### src/hw/rtl/rffp_pkg.sv
`timescale 1ns / 1ps
// ---------------------------------------------------------------------------
// rffp_pkg: shared types and constants for the range/flow frame parser
// Header bytes, frame constants, queue beat opcodes and the beat type passed
// from the byte classifier to the frame executor.
// ---------------------------------------------------------------------------
package rffp_pkg;

  localparam logic [7:0] HDR0_BYTE   = 8'hDF;
  localparam logic [7:0] HDR1_BYTE   = 8'h15;
  localparam logic [7:0] HDR2_BYTE   = 8'h00;
  localparam logic [7:0] HDR3_BYTE   = 8'h55;
  localparam logic [7:0] FRAME_LEN_BYTE = 8'h0C;
  localparam logic [7:0] FLOW_MARK_BYTE = 8'hF5;
  localparam logic [7:0] THRESH_RESET   = 8'd40;

  localparam int PAYLOAD_LEN   = 12;
  localparam int PAYLOAD_IDX_W = $clog2(PAYLOAD_LEN);
  localparam logic [PAYLOAD_IDX_W-1:0] PAYLOAD_LAST = PAYLOAD_IDX_W'(PAYLOAD_LEN - 1);

  localparam int QUEUE_DEPTH_DEF = 2;

  // Beat opcodes from front to back
  localparam int OP_W = 3;
  localparam logic [OP_W-1:0] OP_START = 3'd0;  // first header byte: load sum
  localparam logic [OP_W-1:0] OP_ADD   = 3'd1;  // fixed byte: add to sum
  localparam logic [OP_W-1:0] OP_SEQ   = 3'd2;  // sequence byte: hold and add
  localparam logic [OP_W-1:0] OP_DATA  = 3'd3;  // payload byte: store and add
  localparam logic [OP_W-1:0] OP_SUM   = 3'd4;  // checksum byte: emit result

  typedef struct packed {
    logic [OP_W-1:0]          op;
    logic [PAYLOAD_IDX_W-1:0] idx;
    logic [7:0]               data;
  } beat_t;

endpackage

### src/hw/rtl/rffp_if.sv
`timescale 1ns / 1ps
// ---------------------------------------------------------------------------
// rffp_if: channel interfaces of the frame parser
// Byte input channel and decoded frame result channel, valid/ready.
// ---------------------------------------------------------------------------
interface rffp_in_if;
  logic       valid;
  logic       ready;
  logic [7:0] rx_byte;

  modport source (output valid, output rx_byte, input ready);
  modport sink   (input valid, input rx_byte, output ready);
endinterface

interface rffp_out_if;
  logic               valid;
  logic               ready;
  logic               checksum_ok;
  logic [7:0]         sequence_number;
  logic [15:0]        distance_mm;
  logic [7:0]         signal_strength;
  logic               range_valid;
  logic               flow_valid;
  logic signed [15:0] flow_x_raw;
  logic signed [15:0] flow_y_raw;
  logic signed [15:0] flow_interval;
  logic [7:0]         sensor_version;

  modport source (output valid, output checksum_ok, output sequence_number,
                  output distance_mm, output signal_strength, output range_valid,
                  output flow_valid, output flow_x_raw, output flow_y_raw,
                  output flow_interval, output sensor_version, input ready);
  modport sink   (input valid, input checksum_ok, input sequence_number,
                  input distance_mm, input signal_strength, input range_valid,
                  input flow_valid, input flow_x_raw, input flow_y_raw,
                  input flow_interval, input sensor_version, output ready);
endinterface

### src/hw/rtl/rffp_front.sv
`timescale 1ns / 1ps
// ---------------------------------------------------------------------------
// rffp_front: byte classifier
// Tracks the frame phase and turns each accepted byte into a queue beat;
// bytes that do not belong to a frame are dropped here.
// ---------------------------------------------------------------------------
module rffp_front import rffp_pkg::*; (
  input  logic        clk,
  input  logic        rst_n,
  rffp_in_if.sink     in_ch,
  input  logic        q_full,
  output logic        push_valid,
  output beat_t       push_beat
);

  localparam logic [2:0] PH_HUNT = 3'd0;
  localparam logic [2:0] PH_H1   = 3'd1;
  localparam logic [2:0] PH_H2   = 3'd2;
  localparam logic [2:0] PH_H3   = 3'd3;
  localparam logic [2:0] PH_SEQ  = 3'd4;
  localparam logic [2:0] PH_LEN  = 3'd5;
  localparam logic [2:0] PH_DATA = 3'd6;
  localparam logic [2:0] PH_SUM  = 3'd7;

  logic [2:0]               phase_r, phase_nxt;
  logic [PAYLOAD_IDX_W-1:0] count_r, count_nxt;
  logic                     accept;
  logic                     emit;
  logic [OP_W-1:0]          op;
  logic [7:0]               b;

  assign in_ch.ready = !q_full;
  assign accept      = in_ch.valid && !q_full;
  assign b           = in_ch.rx_byte;

  always_comb begin
    phase_nxt = phase_r;
    count_nxt = count_r;
    emit      = 1'b0;
    op        = OP_ADD;
    unique case (phase_r)
      PH_HUNT: begin
        if (b == HDR0_BYTE) begin
          emit      = 1'b1;
          op        = OP_START;
          phase_nxt = PH_H1;
        end
      end
      PH_H1, PH_H2, PH_H3: begin
        if ((phase_r == PH_H1 && b == HDR1_BYTE) ||
            (phase_r == PH_H2 && b == HDR2_BYTE) ||
            (phase_r == PH_H3 && b == HDR3_BYTE)) begin
          emit      = 1'b1;
          phase_nxt = phase_r + 3'd1;
        end else begin
          phase_nxt = PH_HUNT;
        end
      end
      PH_SEQ: begin
        emit      = 1'b1;
        op        = OP_SEQ;
        phase_nxt = PH_LEN;
      end
      PH_LEN: begin
        if (b == FRAME_LEN_BYTE) begin
          emit      = 1'b1;
          count_nxt = '0;
          phase_nxt = PH_DATA;
        end else begin
          phase_nxt = PH_HUNT;
        end
      end
      PH_DATA: begin
        emit = 1'b1;
        op   = OP_DATA;
        if (count_r == PAYLOAD_LAST) begin
          count_nxt = '0;
          phase_nxt = PH_SUM;
        end else begin
          count_nxt = count_r + 1'b1;
        end
      end
      PH_SUM: begin
        emit      = 1'b1;
        op        = OP_SUM;
        count_nxt = '0;
        phase_nxt = PH_HUNT;
      end
      default: phase_nxt = PH_HUNT;
    endcase
  end

  assign push_valid     = accept && emit;
  assign push_beat.op   = op;
  assign push_beat.idx  = count_r;
  assign push_beat.data = b;

  always_ff @(posedge clk) begin
    if (!rst_n) begin
      phase_r <= PH_HUNT;
      count_r <= '0;
    end else if (accept) begin
      phase_r <= phase_nxt;
      count_r <= count_nxt;
    end
  end

endmodule

### src/hw/rtl/rffp_queue.sv
`timescale 1ns / 1ps
// ---------------------------------------------------------------------------
// rffp_queue: beat queue between classifier and executor
// Small register FIFO so that either side can stall on its own.
// ---------------------------------------------------------------------------
module rffp_queue import rffp_pkg::*; #(
  parameter int DEPTH = QUEUE_DEPTH_DEF
) (
  input  logic  clk,
  input  logic  rst_n,
  input  logic  push_valid,
  input  beat_t push_beat,
  output logic  full,
  output logic  pop_valid,
  output beat_t pop_beat,
  input  logic  pop_ready
);

  localparam int PTR_W = (DEPTH > 1) ? $clog2(DEPTH) : 1;
  localparam int CNT_W = $clog2(DEPTH + 1);
  localparam logic [PTR_W-1:0] PTR_LAST = PTR_W'(DEPTH - 1);
  localparam logic [CNT_W-1:0] CNT_FULL = CNT_W'(DEPTH);

  beat_t            mem_r [DEPTH];
  logic [PTR_W-1:0] wr_ptr_r, rd_ptr_r;
  logic [CNT_W-1:0] count_r;
  logic             do_push, do_pop;

  assign full      = (count_r == CNT_FULL);
  assign pop_valid = (count_r != '0);
  assign pop_beat  = mem_r[rd_ptr_r];
  assign do_push   = push_valid && !full;
  assign do_pop    = pop_valid && pop_ready;

  always_ff @(posedge clk) begin
    if (do_push) begin
      mem_r[wr_ptr_r] <= push_beat;
    end
  end

  always_ff @(posedge clk) begin
    if (!rst_n) begin
      wr_ptr_r <= '0;
      rd_ptr_r <= '0;
      count_r  <= '0;
    end else begin
      if (do_push) begin
        wr_ptr_r <= (wr_ptr_r == PTR_LAST) ? '0 : wr_ptr_r + 1'b1;
      end
      if (do_pop) begin
        rd_ptr_r <= (rd_ptr_r == PTR_LAST) ? '0 : rd_ptr_r + 1'b1;
      end
      if (do_push && !do_pop) begin
        count_r <= count_r + 1'b1;
      end else if (do_pop && !do_push) begin
        count_r <= count_r - 1'b1;
      end
    end
  end

endmodule

### src/hw/rtl/rffp_back.sv
`timescale 1ns / 1ps
// ---------------------------------------------------------------------------
// rffp_back: frame executor
// Keeps the running sum, sequence byte and payload bytes, and decodes a
// result into the output register on each checksum beat.
// ---------------------------------------------------------------------------
module rffp_back import rffp_pkg::*; (
  input  logic        clk,
  input  logic        rst_n,
  input  logic        cfg_wr_en,
  input  logic [7:0]  cfg_wr_data,
  input  logic        q_valid,
  input  beat_t       q_beat,
  output logic        q_ready,
  rffp_out_if.source  out_ch
);

  logic [7:0]         thresh_r;
  logic [7:0]         sum_r, sum_nxt;
  logic [7:0]         seq_r;
  logic [7:0]         store_r [PAYLOAD_LEN];
  logic               out_valid_r;
  logic               chk_ok_r;
  logic [7:0]         seq_out_r;
  logic [15:0]        dist_r;
  logic [7:0]         strength_r;
  logic               rv_r, fv_r;
  logic signed [15:0] fx_r, fy_r, fint_r;
  logic [7:0]         ver_r;
  logic               pop;
  logic               is_sum;
  logic               rv, fv;

  assign is_sum  = (q_beat.op == OP_SUM);
  // a checksum beat waits for the output register; everything else flows
  assign q_ready = !is_sum || !out_valid_r || out_ch.ready;
  assign pop     = q_valid && q_ready;
  assign sum_nxt = sum_r + q_beat.data;

  assign rv = (store_r[2] > thresh_r);
  assign fv = rv && (store_r[10] == FLOW_MARK_BYTE);

  always_ff @(posedge clk) begin
    if (!rst_n) begin
      thresh_r <= THRESH_RESET;
    end else if (cfg_wr_en) begin
      thresh_r <= cfg_wr_data;
    end
  end

  always_ff @(posedge clk) begin
    if (!rst_n) begin
      sum_r <= '0;
      seq_r <= '0;
    end else if (pop) begin
      unique case (q_beat.op)
        OP_START: sum_r <= q_beat.data;
        OP_ADD:   sum_r <= sum_nxt;
        OP_SEQ: begin
          seq_r <= q_beat.data;
          sum_r <= sum_nxt;
        end
        OP_DATA:  sum_r <= sum_nxt;
        OP_SUM:   ;
        default:  ;
      endcase
    end
  end

  always_ff @(posedge clk) begin
    if (pop && q_beat.op == OP_DATA) begin
      store_r[q_beat.idx] <= q_beat.data;
    end
  end

  always_ff @(posedge clk) begin
    if (!rst_n) begin
      out_valid_r <= 1'b0;
    end else if (pop && is_sum) begin
      out_valid_r <= 1'b1;
    end else if (out_ch.ready) begin
      out_valid_r <= 1'b0;
    end
  end

  always_ff @(posedge clk) begin
    if (pop && is_sum) begin
      chk_ok_r   <= (sum_r == q_beat.data);
      seq_out_r  <= seq_r;
      dist_r     <= {store_r[1], store_r[0]};
      strength_r <= store_r[2];
      rv_r       <= rv;
      fv_r       <= fv;
      // zero the flow words unless the frame carries valid flow
      fx_r       <= fv ? signed'({store_r[5], store_r[4]}) : '0;
      fy_r       <= fv ? signed'({store_r[7], store_r[6]}) : '0;
      fint_r     <= fv ? signed'({store_r[9], store_r[8]}) : '0;
      ver_r      <= store_r[11];
    end
  end

  assign out_ch.valid           = out_valid_r;
  assign out_ch.checksum_ok     = chk_ok_r;
  assign out_ch.sequence_number = seq_out_r;
  assign out_ch.distance_mm     = dist_r;
  assign out_ch.signal_strength = strength_r;
  assign out_ch.range_valid     = rv_r;
  assign out_ch.flow_valid      = fv_r;
  assign out_ch.flow_x_raw      = fx_r;
  assign out_ch.flow_y_raw      = fy_r;
  assign out_ch.flow_interval   = fint_r;
  assign out_ch.sensor_version  = ver_r;

endmodule

### src/hw/rtl/range_flow_frame_parser_unit.sv
`timescale 1ns / 1ps
// ---------------------------------------------------------------------------
// range_flow_frame_parser_unit: range and optical-flow serial frame parser
// Hunts for header DF 15 00 55, checks the additive checksum and decodes
// the twelve-byte payload into one result per frame.
// ---------------------------------------------------------------------------
//  channel  | dir | handshake     | beat payload
//  ---------+-----+---------------+----------------------------------------
//  in_ch    | in  | valid/ready   | rx_byte
//  out_ch   | out | valid/ready   | checksum_ok .. sensor_version
//  cfg_*    | in  | cfg_wr_en     | cfg_wr_data = strength_threshold
//
//  One byte is taken per cycle; the classifier settles the frame phase in
//  that cycle, and the executor takes one queued beat per cycle.
//  A result is registered once its checksum beat leaves the beat queue.
//  Reset is synchronous; it empties the beat queue and the output register.
//  A stalled result holds back only the next checksum beat; QUEUE_DEPTH - 1
//  further beats queue behind it before in_ch.ready drops.
// ---------------------------------------------------------------------------
module range_flow_frame_parser_unit import rffp_pkg::*; #(
  parameter int QUEUE_DEPTH = QUEUE_DEPTH_DEF
) (
  input  logic       clk,
  input  logic       rst_n,
  rffp_in_if.sink    in_ch,
  rffp_out_if.source out_ch,
  input  logic       cfg_wr_en,
  input  logic [7:0] cfg_wr_data
);

  logic  push_valid;
  beat_t push_beat;
  logic  q_full;
  logic  q_valid;
  beat_t q_beat;
  logic  q_ready;

  rffp_front u_front (
    .clk        (clk),
    .rst_n      (rst_n),
    .in_ch      (in_ch),
    .q_full     (q_full),
    .push_valid (push_valid),
    .push_beat  (push_beat)
  );

  rffp_queue #(
    .DEPTH (QUEUE_DEPTH)
  ) u_queue (
    .clk        (clk),
    .rst_n      (rst_n),
    .push_valid (push_valid),
    .push_beat  (push_beat),
    .full       (q_full),
    .pop_valid  (q_valid),
    .pop_beat   (q_beat),
    .pop_ready  (q_ready)
  );

  rffp_back u_back (
    .clk         (clk),
    .rst_n       (rst_n),
    .cfg_wr_en   (cfg_wr_en),
    .cfg_wr_data (cfg_wr_data),
    .q_valid     (q_valid),
    .q_beat      (q_beat),
    .q_ready     (q_ready),
    .out_ch      (out_ch)
  );

endmodule

### src/flat_wrapper.sv
// flat-port wrapper written by rule: the top's interface ports become plain ports
module range_flow_frame_parser_unit_flat import rffp_pkg::*;
#(
  parameter int QUEUE_DEPTH = QUEUE_DEPTH_DEF
)
  (clk, rst_n, cfg_wr_en, cfg_wr_data, in_ch_valid, in_ch_rx_byte, in_ch_ready, out_ch_valid, out_ch_checksum_ok, out_ch_sequence_number, out_ch_distance_mm, out_ch_signal_strength, out_ch_range_valid, out_ch_flow_valid, out_ch_flow_x_raw, out_ch_flow_y_raw, out_ch_flow_interval, out_ch_sensor_version, out_ch_ready);
  rffp_in_if in_ch_i ();
  rffp_out_if out_ch_i ();
  input  logic clk;
  input  logic rst_n;
  input  logic cfg_wr_en;
  input  logic [7:0] cfg_wr_data;
  input wire logic [$bits(in_ch_i.valid)-1:0] in_ch_valid;
  input wire logic [$bits(in_ch_i.rx_byte)-1:0] in_ch_rx_byte;
  output wire logic [$bits(in_ch_i.ready)-1:0] in_ch_ready;
  output wire logic [$bits(out_ch_i.valid)-1:0] out_ch_valid;
  output wire logic [$bits(out_ch_i.checksum_ok)-1:0] out_ch_checksum_ok;
  output wire logic [$bits(out_ch_i.sequence_number)-1:0] out_ch_sequence_number;
  output wire logic [$bits(out_ch_i.distance_mm)-1:0] out_ch_distance_mm;
  output wire logic [$bits(out_ch_i.signal_strength)-1:0] out_ch_signal_strength;
  output wire logic [$bits(out_ch_i.range_valid)-1:0] out_ch_range_valid;
  output wire logic [$bits(out_ch_i.flow_valid)-1:0] out_ch_flow_valid;
  output wire logic [$bits(out_ch_i.flow_x_raw)-1:0] out_ch_flow_x_raw;
  output wire logic [$bits(out_ch_i.flow_y_raw)-1:0] out_ch_flow_y_raw;
  output wire logic [$bits(out_ch_i.flow_interval)-1:0] out_ch_flow_interval;
  output wire logic [$bits(out_ch_i.sensor_version)-1:0] out_ch_sensor_version;
  input wire logic [$bits(out_ch_i.ready)-1:0] out_ch_ready;
  assign in_ch_i.valid = in_ch_valid;
  assign in_ch_i.rx_byte = in_ch_rx_byte;
  assign in_ch_ready = in_ch_i.ready;
  assign out_ch_valid = out_ch_i.valid;
  assign out_ch_checksum_ok = out_ch_i.checksum_ok;
  assign out_ch_sequence_number = out_ch_i.sequence_number;
  assign out_ch_distance_mm = out_ch_i.distance_mm;
  assign out_ch_signal_strength = out_ch_i.signal_strength;
  assign out_ch_range_valid = out_ch_i.range_valid;
  assign out_ch_flow_valid = out_ch_i.flow_valid;
  assign out_ch_flow_x_raw = out_ch_i.flow_x_raw;
  assign out_ch_flow_y_raw = out_ch_i.flow_y_raw;
  assign out_ch_flow_interval = out_ch_i.flow_interval;
  assign out_ch_sensor_version = out_ch_i.sensor_version;
  assign out_ch_i.ready = out_ch_ready;
  range_flow_frame_parser_unit #(.QUEUE_DEPTH(QUEUE_DEPTH)) u_core (.clk(clk), .rst_n(rst_n), .in_ch(in_ch_i), .out_ch(out_ch_i), .cfg_wr_en(cfg_wr_en), .cfg_wr_data(cfg_wr_data));
endmodule
### config.mk
export PLATFORM = sky130hd
export DESIGN_NAME = range_flow_frame_parser_unit_flat
export DESIGN_NICKNAME = d
export VERILOG_FILES = /design/src/hw/rtl/rffp_pkg.sv /design/src/hw/rtl/rffp_if.sv /design/src/hw/rtl/rffp_front.sv /design/src/hw/rtl/rffp_queue.sv /design/src/hw/rtl/rffp_back.sv /design/src/hw/rtl/range_flow_frame_parser_unit.sv /design/src/flat_wrapper.sv
export SDC_FILE = /design/constraint.sdc
export NUM_CORES = 1
export LEC_CHECK = 0
export BUFFER_PORTS_ARGS = -buffer_cell sky130_fd_sc_hd__buf_2
export CAP_MARGIN = 20
export CORE_UTILIZATION = 60
export CTS_BUF_LIST = sky130_fd_sc_hd__clkbuf_8
export CTS_CLUSTER_DIAMETER = 200
export DETAILED_ROUTE_END_ITERATION = 16
export MAX_ROUTING_LAYER = met4
export PLACE_DENSITY = 0.85
export SLEW_MARGIN = 5
export SYNTH_ARGS = -nofsm -noshare
export SYNTH_HDL_FRONTEND = slang
export SYNTH_SLANG_ARGS = --single-unit
### constraint.sdc
create_clock -name clk -period 10.5 [get_ports clk]
set_input_delay 1.575 -clock clk [delete_from_list [all_inputs] [get_ports clk]]
set_output_delay 1.575 -clock clk [all_outputs]
set_load 0.1 [all_outputs]
* Yosys cells after proc, flatten, opt, wreduce, memory -nomap -nowiden
Memory sizes are Yosys's and may differ from the RTL's. A register that Yosys moved wholly into a read port is not among the register bits.
Index checks and enable logic that the tools add are counted.
** Word-level totals
- Register bits after elaboration :: 55
- RAM bits :: 126
- Output and inout port bits :: 93
- Word-level logic and storage cells :: 115
- Memories :: 2
** Memory list
- u_core.u_back.store_r :: depth 12, bits a word 8, read ports 11, clocked after memory_dff 9, wr ports 1, line rffp_back.sv:21 : logic [7:0] store_r [PAYLOAD_LEN];
- u_core.u_queue.mem_r :: depth 2, bits a word 15, read ports 1, clocked after memory_dff 1, wr ports 1, line rffp_queue.sv:24 : beat_t mem_r [DEPTH];
** Operators by class
- Add/sub/neg operators :: 7
- $lt $le $gt $ge :: 1
- Equality and inequality tests :: 22
- Muxes and demuxes :: 27
- Reduce and logical (&&, ||, !) cells :: 42
** Operators with widths (number)
- $pmux W3 S6 :: 1
- $eq A8 B8 Y1 const B :: 2
- $pmux W8 S2 :: 1
- $eq A3 B3 Y1 const B :: 5
- $mux W1 :: 14
- $eq A3 B2 Y1 const B :: 4
- $logic_and A1 B1 Y1 :: 12
- $mux W3 :: 4
- $pmux W3 S4 :: 1
- $pmux W4 S3 :: 1
- $logic_not A1 Y1 :: 11
- $reduce_or A3 Y1 :: 3
- $add A8 B8 Y8 :: 1
- $eq A8 B4 Y1 const B :: 1
- $eq A8 B5 Y1 const B :: 1
- $eq A8 B7 Y1 const B :: 1
- $eq A8 B8 Y1 :: 1
- $gt A8 B8 Y1 :: 1
- $logic_not A8 Y1 :: 1
- $mux W4 :: 2
- $reduce_bool A2 Y1 :: 4
- $eq A3 B1 Y1 const B :: 2
- $logic_not A3 Y1 :: 2
- $ne A2 B2 Y1 const B :: 3
- other kinds (13) :: 20

* Logic depth before layout (Yosys ltp)
Gate-level depths: netlist (run 1).
- Depth in word-level cells :: 12
- Depth in mapped cells :: 13
- Mapped depth without buffers :: 10

* By module
Synthesis (run 1) repeated with hierarchy kept, for this count alone.
** Second synthesis, totals
- Cells, all modules :: 598
- Area total of the unflattened synthesis :: 9415.3 um2
** Modules (own cells, without submodules)
- rffp_back :: times used 1, cells an instance 435, area an instance 7393.3 um2
- rffp_queue :: times used 1, cells an instance 72, area an instance 1318.8 um2
- rffp_front :: times used 1, cells an instance 91, area an instance 703.2 um2

* Worst setup path before layout (run 1)
No wires, ideal clock.
- Kind :: input -> register
- From :: input out_ch_ready
- To :: register u_core.u_back.dist_r[0], in the netlist out_ch_distance_mm[0], read port of u_core.u_back.store_r, enable pin
- Setup time :: 652 ps
- Arrival time :: 7997 ps
- Data required time :: 9848 ps
- Setup slack :: 1851 ps
- Stages :: 3
- Path through :: nand2b_1 o32ai_1 nor3_1
** Between the ends
- Longest elaborated chain between the ends :: 3
** RTL lines
- from (decl) :: line flat_wrapper.sv:27 : input wire logic [$bits(out_ch_i.ready)-1:0] out_ch_ready;
- $logic_or A1 B1 Y1 :: line rffp_back.sv:36 : assign q_ready = !is_sum || !out_valid_r || out_ch.ready;
- $logic_and A1 B1 Y1 :: line rffp_back.sv:37 : assign pop = q_valid && q_ready;
- $logic_and A1 B1 Y1 :: line rffp_back.sv:87 : if (pop && is_sum) begin
- to (decl) :: line rffp_back.sv:25 : logic [15:0] dist_r;
No other way between the ends.
A chain may end at the register's enable or synchronous reset.

* Worst setup path after layout (run 1)
- From :: input in_ch_rx_byte[0]
- To :: memory u_core.u_queue.mem_r[0][10] in the netlist's numbering, enable pin
** Between the ends
- Longest elaborated chain between the ends :: 10
- Elaborated cells between the ends (all ways) :: 18
- Those cells by class :: eq/ne: 4; mux: 6; reduce/logical: 8
** RTL lines
- from (decl) :: line flat_wrapper.sv:14 : input wire logic [$bits(in_ch_i.rx_byte)-1:0] in_ch_rx_byte;
- $eq A8 B5 Y1 or $logic_not A8 Y1 (tied branches) :: line rffp_front.sv:50, rffp_front.sv:51
- $logic_and A1 B1 Y1 (on tied branches) :: line rffp_front.sv:50, rffp_front.sv:51
- $logic_or A1 B1 Y1 :: line rffp_front.sv:50 : if ((phase_r == PH_H1 && b == HDR1_BYTE) ||
- $logic_or A1 B1 Y1 :: line rffp_front.sv:51 : (phase_r == PH_H2 && b == HDR2_BYTE) ||
- $mux W1 :: line rffp_front.sv:50
- $pmux W1 S4 * :: line rffp_front.sv:41 : unique case (phase_r)
- $logic_and A1 B1 Y1 * :: line rffp_front.sv:93 : assign push_valid = accept && emit;
- $logic_and A1 B1 Y1 * :: line rffp_queue.sv:32 : assign do_push = push_valid && !full;
- via u_core.u_queue.do_push :: line rffp_queue.sv:27 : logic do_push, do_pop;
- $mux W1 * :: line rffp_queue.sv:36 : if (do_push) begin
- $mux W1 (implied by the code) * :: line rffp_queue.sv:37 : mem_r[wr_ptr_r] <= push_beat;
- to (decl) :: line rffp_queue.sv:24
The timed path passes the listed nets; every way through them passes the cells marked *.

==> results of run 1 <==
power groups by stage:
stage	sequential (mW)	clock [mW]	combinational, mW
4_1_cts	1.14	0.754	0.412
3_3_place_gp	1.16	0	0.397
2_1_floorplan	1.29	0	0.191
5_1_grt	1.14	0.795	0.442
3_5_place_dp	1.16	0	0.409
6_report	1.14	0.743	0.416
path summary, 6_finish.rpt:
path,startpoint,end,slack (ns),depth (start not counted)
max,in_ch_rx_byte[0],u_core.u_queue.mem_r[0][10],6.91,7
min,u_core.u_back.store_r[0][3],out_ch_distance_mm[3],0.42,0
max reg2reg,flop,u_core.u_back.sum_r[7],7.11,9
min reg2reg,u_core.u_back.store_r[0][3],out_ch_distance_mm[3],0.42,0
registers in the layout, indices dropped and copies added, names as in the netlist, 2 cells and up, named ones only:
register and cells:
out_ch_distance_mm 16, u_core.u_back.out_ch.flow_interval 16, u_core.u_back.out_ch.flow_x_raw 16, u_core.u_back.out_ch.flow_y_raw 16, u_core.u_back.out_ch.sensor_version 8, u_core.u_back.out_ch.sequence_number 8
u_core.u_back.out_ch.signal_strength 8, u_core.u_back.seq_r 8, u_core.u_back.store_r 88, u_core.u_back.sum_r 8, u_core.u_back.thresh_r 8, u_core.u_front.count_r 4
u_core.u_front.phase_r 3, u_core.u_queue.count_r 2, u_core.u_queue.mem_r 30
cells in the final DEF, fill, tap and decap left out, drive strengths merged, types with 6 or more instances in the layout:
cell and instances:
nand2 48, buf 120, dfxtp 37, mux2 6, ha 23, o21ai 15
nor2 48, clkinv 9, inv 65, clkbuf 40, o211ai 7, a21oi 48
nor3 12, nand3 6, edfxtp 209, mux2i 17, nand2b 6, a211oi 31
layout make-up:
type,count,area share (%)
multi-input cells,339,20.6
repair buffers,120,5.68
clock buffers,40,4.96
clock inverters,25,1.40
well taps,211,2.38
inverters,52,1.76
flip-flops and latches,246,63.2
cells by family (layout without fill, tap and decap cells):
kind of cell	count (synthesis)	in the layout	share of synthesized area, %
adder cells (fa/ha/maj)	24	24	3.20
buffers and inverters	81	237	3.51
XOR/XNOR	5	5	0.455
multiplexers	23	23	2.60
AO/OA/AOI/OAI	137	137	9.75
flip-flops	246	246	72.9
AND/OR/NAND/NOR	150	150	7.57
stage by stage:
| step | area [sq um] | utilization, % | std cells |
|---|---|---|---|
| 3_5_place_dp | 10400 | 67.2 | 967 |
| 5_1_grt | 11100 | 71.9 | 1033 |
| 4_1_cts | 11100 | 71.8 | 1032 |
| 6_report | 11100 | 71.9 | 1033 |
| 3_3_place_gp | 10400 | 67.2 | 966 |
| 2_1_floorplan | 9620 | - | 666 |
routing by layer:
layer / wire length, um / part of all wire (%)
met5: 0 / 0
met4: 682 / 3.6
met3: 1280 / 6.7
met2: 9460 / 49
met1: 7760 / 40
worst register-to-register path: stages, from the launching register on:
cell and delay [ns]:
dfxtp_1 0.31, buf_4 0.33, mux2i_1 0.58, inv_1 0.45
ha_1 0.43, nand3_1 0.16, a211oi_1 0.37, nor3_1 0.11
or4b_1 0.48, nand3_1 0.10
==> summary.txt, run 1 <==
Status
  • Run status: finished, final reports clean

Synth
  • Cell variety after synth: 63
  • Mean Syn Cell Area: 14.4 sq um
  • Post-synth EDFFs: 209
  • Top cell type's share of synthesized area: 65.2%
  • Syn Nets: 711
  • Top-count cell post-synth: edfxtp_1
  • Post-synth ARST share: 0%
  • Synth Register Bits: 246
  • Top cells by count, synth: 209 x edfxtp_1, 52 x inv_1, 48 x a21oi_1, 48 x nand2_1, 48 x nor2_1
  • Cell accounting for the most synthesized area: edfxtp_1
  • Post-synthesis sequential area ratio: 72.9%
  • Top FF cell, synth: edfxtp_1
  • Area contributors post-synth: edfxtp_1 65%, dfxtp_1 7.7%, ha_1 3.0%, a21oi_1 2.5%, a211oi_1 2.4%
  • Yosys warns: 0
  • Synth Cell Area: 9620 sq um
  • Cell count after synthesis: 666

STA
  • # setup viols final: 0
  • Slew @ Worst Pin: 1.09 ns
  • Hold_ws: 0.420 ns
  • Setup ws final: 6.91 ns
  • Highest clock rate: 279 MHz
  • Slew Limit Fails: 0
  • Worst Skew: 0.0171 ns
  • Hold Vio Cnt, Final: 0
  • Final min period: 3.59 ns
  • RSZ-0062 raised after global routing: false
  • Post-route setup TNS: 0 ns
  • Max_slew headroom: 27.0%
  • Tcrit/Tclk final: 34.2%

Drt
  • DRC viols: 0
  • DR WL/cell: 18.6 um
  • Final WL: 19.2 mm
  • DRT iter0 DRCs: 426
  • First drt pass iteration count: 7
  • Via/cell ratio: 5.79
  • DR vias: 5979
  • Post-DRT Antenna Nets: 0

Global route
  • Pin count of the biggest net entering global routing: 68
  • Met2 Use GR: 40.3%
  • Met1 GRT Util: 30.4%
  • Most Crowded Layer GR: met2
  • Initial antenna violation count: 0
  • First-pass GRT wire length: 30.0 mm
  • Met3 Use GR: 4.57%
  • Total congestion overflow: 0
  • Number of global-route vias before repair: 5753
  • Tot GR Track Use: 24.8%

Setup path
  • Crit path max-delay family: simple AND/OR/NAND/NOR gates
  • CP Data Required Time: 10.72 ns
  • CP bufs+invs: 2
  • Crit path kind: in2reg
  • CP Launch Type: input pin
  • Max Fanout on Critical Path: 10
  • CP Capture Type: flop
  • Critical Path AT: 3.81 ns
  • CP max-delay cell: or4_4
  • Worst path cell trace: buf_2 -> or4_4 -> nor4_4 -> nor2b_1 -> a31oi_2 -> nor2b_1 -> buf_4
  • Max incr delay on CP: 0.56 ns
  • Crit-path most repeated cell: nor2b_1

Floorplanning
  • Die footprint: 16500 sq um
  • Row count: 45
  • I/O pin count: 114
  • Die Y-Extent: 129 um
  • Die width: 129 um
  • Core Box Area: 15400 sq um
  • Starting Density: 62.4%

Placed design
  • # port buffers: 113
  • Post-DP HPWL: 12.6 mm
  • Routability cong.: 0.857
  • Place WS: 6.39 ns

Power
  • Combinational share of power: 18.1%
  • Clock power frac: 32.3%
  • Tot Pwr: 2.30 mW
  • Sw Share: 29.8%
  • Flop pwr share: 49.6%
  • P_sw: 0.686 mW
  • Pwr dens: 207 nW/um^2
  • Internal: 1.61 mW
  • Leak: 4.21 nW
  • Peak supply drop: 0.111 mV

Clock tree
  • Clock sinks: 246
  • CTS tree: yes
  • # hold bufs at CTS: 0
  • Post-CTS Resized: 0
  • Worst-Skew Late Latency: 0.52 ns
  • TritonCTS Buffers: 37
  • CTS Root Cell: clkbuf_8
  • CTS H-Tree Depth: 2
  • Clock transition at path regs: 0.06 ns
  • Clk buf depth: 3
  • Post CTS Setup Buffer Count: 0

Cells and area
  • Antenna fix cells: 0
  • Register Area: 7020 sq um
  • Multi-input gate area: 2290 sq um
  • Fillers: 1026
  • Layout cells sized above 1: 23.1%
  • Area Overhead vs Synth: 15.3%
  • Final net count: 841

Run
  • Max cap viols: 0

Hold path
  • Hold Path Class: reg2reg
Note: power is estimated with default switching activity, not from simulation.
==> run 2: changes to the inputs <==
- ABC_AREA: unset -> 1
- clock period: 10.5 -> 3.65 ns (I/O delays scaled with it)
==> run 2 against run 1 <==
Synthesized area increased by 1.0%. Via count shrank 0.22%. Wire length down 5.6%. Register-to-register slack got worse by 6.2 ns. First-iteration DRC count up 26%. Hold slack worse by 0.17 ns. Critical path depth grew 4. Largest power group unchanged.
==> summary.txt, run 2 <==
Floorplanning
  • Die Y-Extent: 129 um (about the same)
  • Die footprint: 16700 sq um (was 16500 sq um)
  • Core Box Area: 15800 sq um (was 15400 sq um)
  • I/O pin count: 114 (unchanged)
  • Starting Density: 61.4% (was 62.4%)
  • Row count: 46 (was 45)
  • Die width: 129 um (about the same)

STA
  • # setup viols final: 0 (unchanged)
  • Worst Skew: 0.0262 ns (was 0.0171 ns)
  • Tcrit/Tclk final: 75.2%
  • Post-route setup TNS: 0 ns (unchanged)
  • Highest clock rate: 365 MHz
  • RSZ-0062 raised after global routing: false (unchanged)
  • Slew @ Worst Pin: 0.896 ns (was 1.09 ns)
  • Final min period: 2.74 ns
  • Setup ws final: 0.907 ns (was 6.91 ns)
  • Max_slew headroom: 40.2% (was 27.0%)
  • Slew Limit Fails: 0 (unchanged)
  • Hold_ws: 0.254 ns (was 0.420 ns)
  • Hold Vio Cnt, Final: 0 (unchanged)

Placed design
  • # port buffers: 113 (unchanged)
  • Post-DP HPWL: 11.6 mm (was 12.6 mm)
  • Placed insts: 1111 (was 967)
  • Routability cong.: 0.912 (was 0.857)
  • Place WS: 0.977 ns (was 6.39 ns)

Power
  • P_sw: 2.37 mW (was 0.686 mW)
  • Combinational share of power: 23.5% (was 18.1%)
  • Peak supply drop: 0.450 mV (was 0.111 mV)
  • Leak: 4.61 nW (was 4.21 nW)
  • Clock power frac: 30.1% (was 32.3%)
  • Flop pwr share: 46.4% (was 49.6%)
  • Pwr dens: 641 nW/um^2 (was 207 nW/um^2)
  • Internal: 4.88 mW (was 1.61 mW)
  • Tot Pwr: 7.25 mW (was 2.30 mW)
  • Sw Share: 32.7% (was 29.8%)

Synth
  • Synth Register Bits: 246 (unchanged)
  • Mean Syn Cell Area: 12.4 sq um (was 14.4 sq um)
  • Top FF cell, synth: edfxtp_1 (unchanged)
  • Syn Nets: 831 (was 711)
  • Top cell type's share of synthesized area: 64.6% (was 65.2%)
  • Cell variety after synth: 39 (was 63)
  • Top-count cell post-synth: edfxtp_1 (unchanged)
  • Cell count after synthesis: 786 (was 666)
  • Yosys warns: 0 (unchanged)
  • Post-synth EDFFs: 209 (unchanged)
  • Synth Cell Area: 9720 sq um (was 9620 sq um)
  • Post-synthesis sequential area ratio: 72.2% (was 72.9%)
  • Cell accounting for the most synthesized area: edfxtp_1 (unchanged)
  • Post-synth ARST share: 0% (unchanged)
  • Area contributors post-synth: edfxtp_1 65%, dfxtp_1 7.6%, nand2_1 5.1%, inv_1 4.3%, nor2_1 4.1% (was edfxtp_1 65%, dfxtp_1 7.7%, ha_1 3.0%, a21oi_1 2.5%, a211oi_1 2.4%)
  • Top cells by count, synth: 209 x edfxtp_1, 133 x nand2_1, 112 x inv_1 (was 209 x edfxtp_1, 52 x inv_1, 48 x a21oi_1, 48 x nand2_1, 48 x nor2_1)

Clock tree
  • Post CTS Setup Buffer Count: 0 (unchanged)
  • Clock sinks: 246 (unchanged)
  • # hold bufs at CTS: 0 (unchanged)
  • Clk buf depth: 3 (unchanged)
  • CTS Root Cell: clkbuf_8 (unchanged)
  • Worst-Skew Late Latency: 0.52 ns (about the same)
  • Clock transition at path regs: 0.07 ns (was 0.06 ns)
  • Post-CTS Resized: 0 (unchanged)
  • TritonCTS Buffers: 37 (unchanged)
  • CTS tree: yes (unchanged)
  • CTS H-Tree Depth: 2 (unchanged)

Drt
  • DRT iter0 DRCs: 536 (was 426)
  • DR vias: 5966 (was 5979)
  • Final WL: 18.1 mm (was 19.2 mm)
  • First drt pass iteration count: 5 (was 7)
  • DRC viols: 0 (unchanged)
  • Post-DRT Antenna Nets: 0 (unchanged)
  • DR WL/cell: 15.4 um (was 18.6 um)
  • Via/cell ratio: 5.06 (was 5.79)

Global route
  • Total congestion overflow: 0 (unchanged)
  • Initial antenna violation count: 0 (unchanged)
  • Pin count of the biggest net entering global routing: 69 (was 68)
  • Number of global-route vias before repair: 5728 (was 5753)
  • First-pass GRT wire length: 28.3 mm (was 30.0 mm)
  • Tot GR Track Use: 23.2% (was 24.8%)

Cells and area
  • Antenna fix cells: 0 (unchanged)
  • Layout Cells excl Fill: 1178 (was 1033)
  • Most flops, register: u_core.u_back.store_r (unchanged)
  • Fillers: 1038 (was 1026)
  • Top flop regs: u_core.u_back.store_r (88), u_core.u_queue.mem_r (30) (unchanged)
  • Commonest non-fill, non-tap cell in the layout: edfxtp_1 (unchanged)
  • Layout cells sized above 1: 22.5% (was 23.1%)
  • Final net count: 979 (was 841)
  • Max reg flops: 88 (unchanged)
  • Area Overhead vs Synth: 16.3% (was 15.3%)
  • Most frequent cells in the layout: 209 x edfxtp_1, 133 x nand2_1, 123 x inv_1 (was 209 x edfxtp_1, 113 x buf_2, 65 x inv_1)

Status
  • Run status: finished, final reports clean (unchanged)

Setup path
  • Crit path kind: reg2reg (was in2reg)
  • Critical Path AT: 3.19 ns (was 3.81 ns)
  • CP Capture Type: flop (unchanged)
  • CP Data Required Time: 4.10 ns (was 10.72 ns)
  • Max Fanout on Critical Path: 15 (was 10)
  • CP Launch Type: flop (was input pin)

Run
  • Max cap viols: 0 (unchanged)

Hold path
  • Worst hold start: cfg_wr_data[0] (was u_core.u_back.store_r[0][3])
  • Hold Path Class: in2reg (was reg2reg)
==> run 2: changes by cell type in the layout (fill, tap and decap cells not counted), moves of 6 or more <==
cell | before | now
nand3_1 | 6 | 20
mux2_2 | 6 | 0
nor3_1 | 11 | 0
a21oi_1 | 48 | 38
o211ai_1 | 7 | 0
nand4_1 | 3 | 14
nor2_1 | 48 | 105
inv_1 | 65 | 123
o21ai_0 | 13 | 23
mux2i_1 | 16 | 0
nand2b_1 | 6 | 0
a211oi_1 | 31 | 0
nand2_1 | 48 | 133
==> run 2: path summary, 6_finish.rpt <==
kind | endpoint | slack (ns) | cells after the start
worst min register to register | out_ch_distance_mm[5] | 0.42 | 0
worst min-delay path | u_core.u_back.thresh_r[0] | 0.25 | 3
worst max-delay path | u_core.u_back.sum_r[4] | 0.91 | 11
worst max register to register | u_core.u_back.sum_r[4] | 0.91 | 11
==> run 2: power by group through the flow <==
stage	combinational [mW]	clock, mW	sequential [mW]
2_1_floorplan	0.973	0	3.75
3_3_place_gp	1.64	0	3.41
3_5_place_dp	1.67	0	3.42
4_1_cts	1.69	2.21	3.36
5_1_grt	1.83	2.35	3.38
6_report	1.71	2.18	3.36
==> run 2: logic make-up after synthesis <==
family | count (synthesis) | share of synthesized area, %
XOR/XNOR | 4 | 0.438
flip-flops | 246 | 72.2
adder cells (fa/ha/maj) | 24 | 3.17
AND/OR/NAND/NOR | 310 | 14.7
buffers and inverters | 132 | 5.48
AO/OA/AOI/OAI | 70 | 4.02
==> run 2: stage by stage <==
step           cell area [sq um]  util [%]
6_report                   11300      71.4
4_1_cts                    11300      71.4
3_3_place_gp               10600      66.8
5_1_grt                    11300      71.4
2_1_floorplan               9730         -
3_5_place_dp               10600      66.8
==> run 2: layout make-up <==
cell class | instances | area (sq um) | area share (%)
repair buffers | 123 | 653 | 5.78
clock buffers | 41 | 564 | 4.99
multi-input cells | 408 | 2180 | 19.3
well taps | 216 | 270 | 2.39
inverters | 118 | 453 | 4.01
clock inverters | 26 | 173 | 1.53
flip-flops and latches | 246 | 7020 | 62.1
==> run 2: layer usage <==
layer  routed length [um]  global-route usage [%]  up-vias
li1                     -                       -     2921
met1                 7460                    28.1     2744
met2                 9020                    38.7      256
met3                 1150                    4.67       45
met4                  492                    8.79        0
met5                    0                       -        -
==> run 2: critical path, stage by stage (launching register included) <==
cell and delay (ns):
dfxtp_1 0.45, inv_6 0.19, or2_2 0.13, o21a_1 0.56
inv_1 0.14, fa_1 0.43, inv_1 0.12, a21oi_1 0.10
or2_2 0.28, a21oi_1 0.13, nor2_1 0.07, nor2_1 0.09
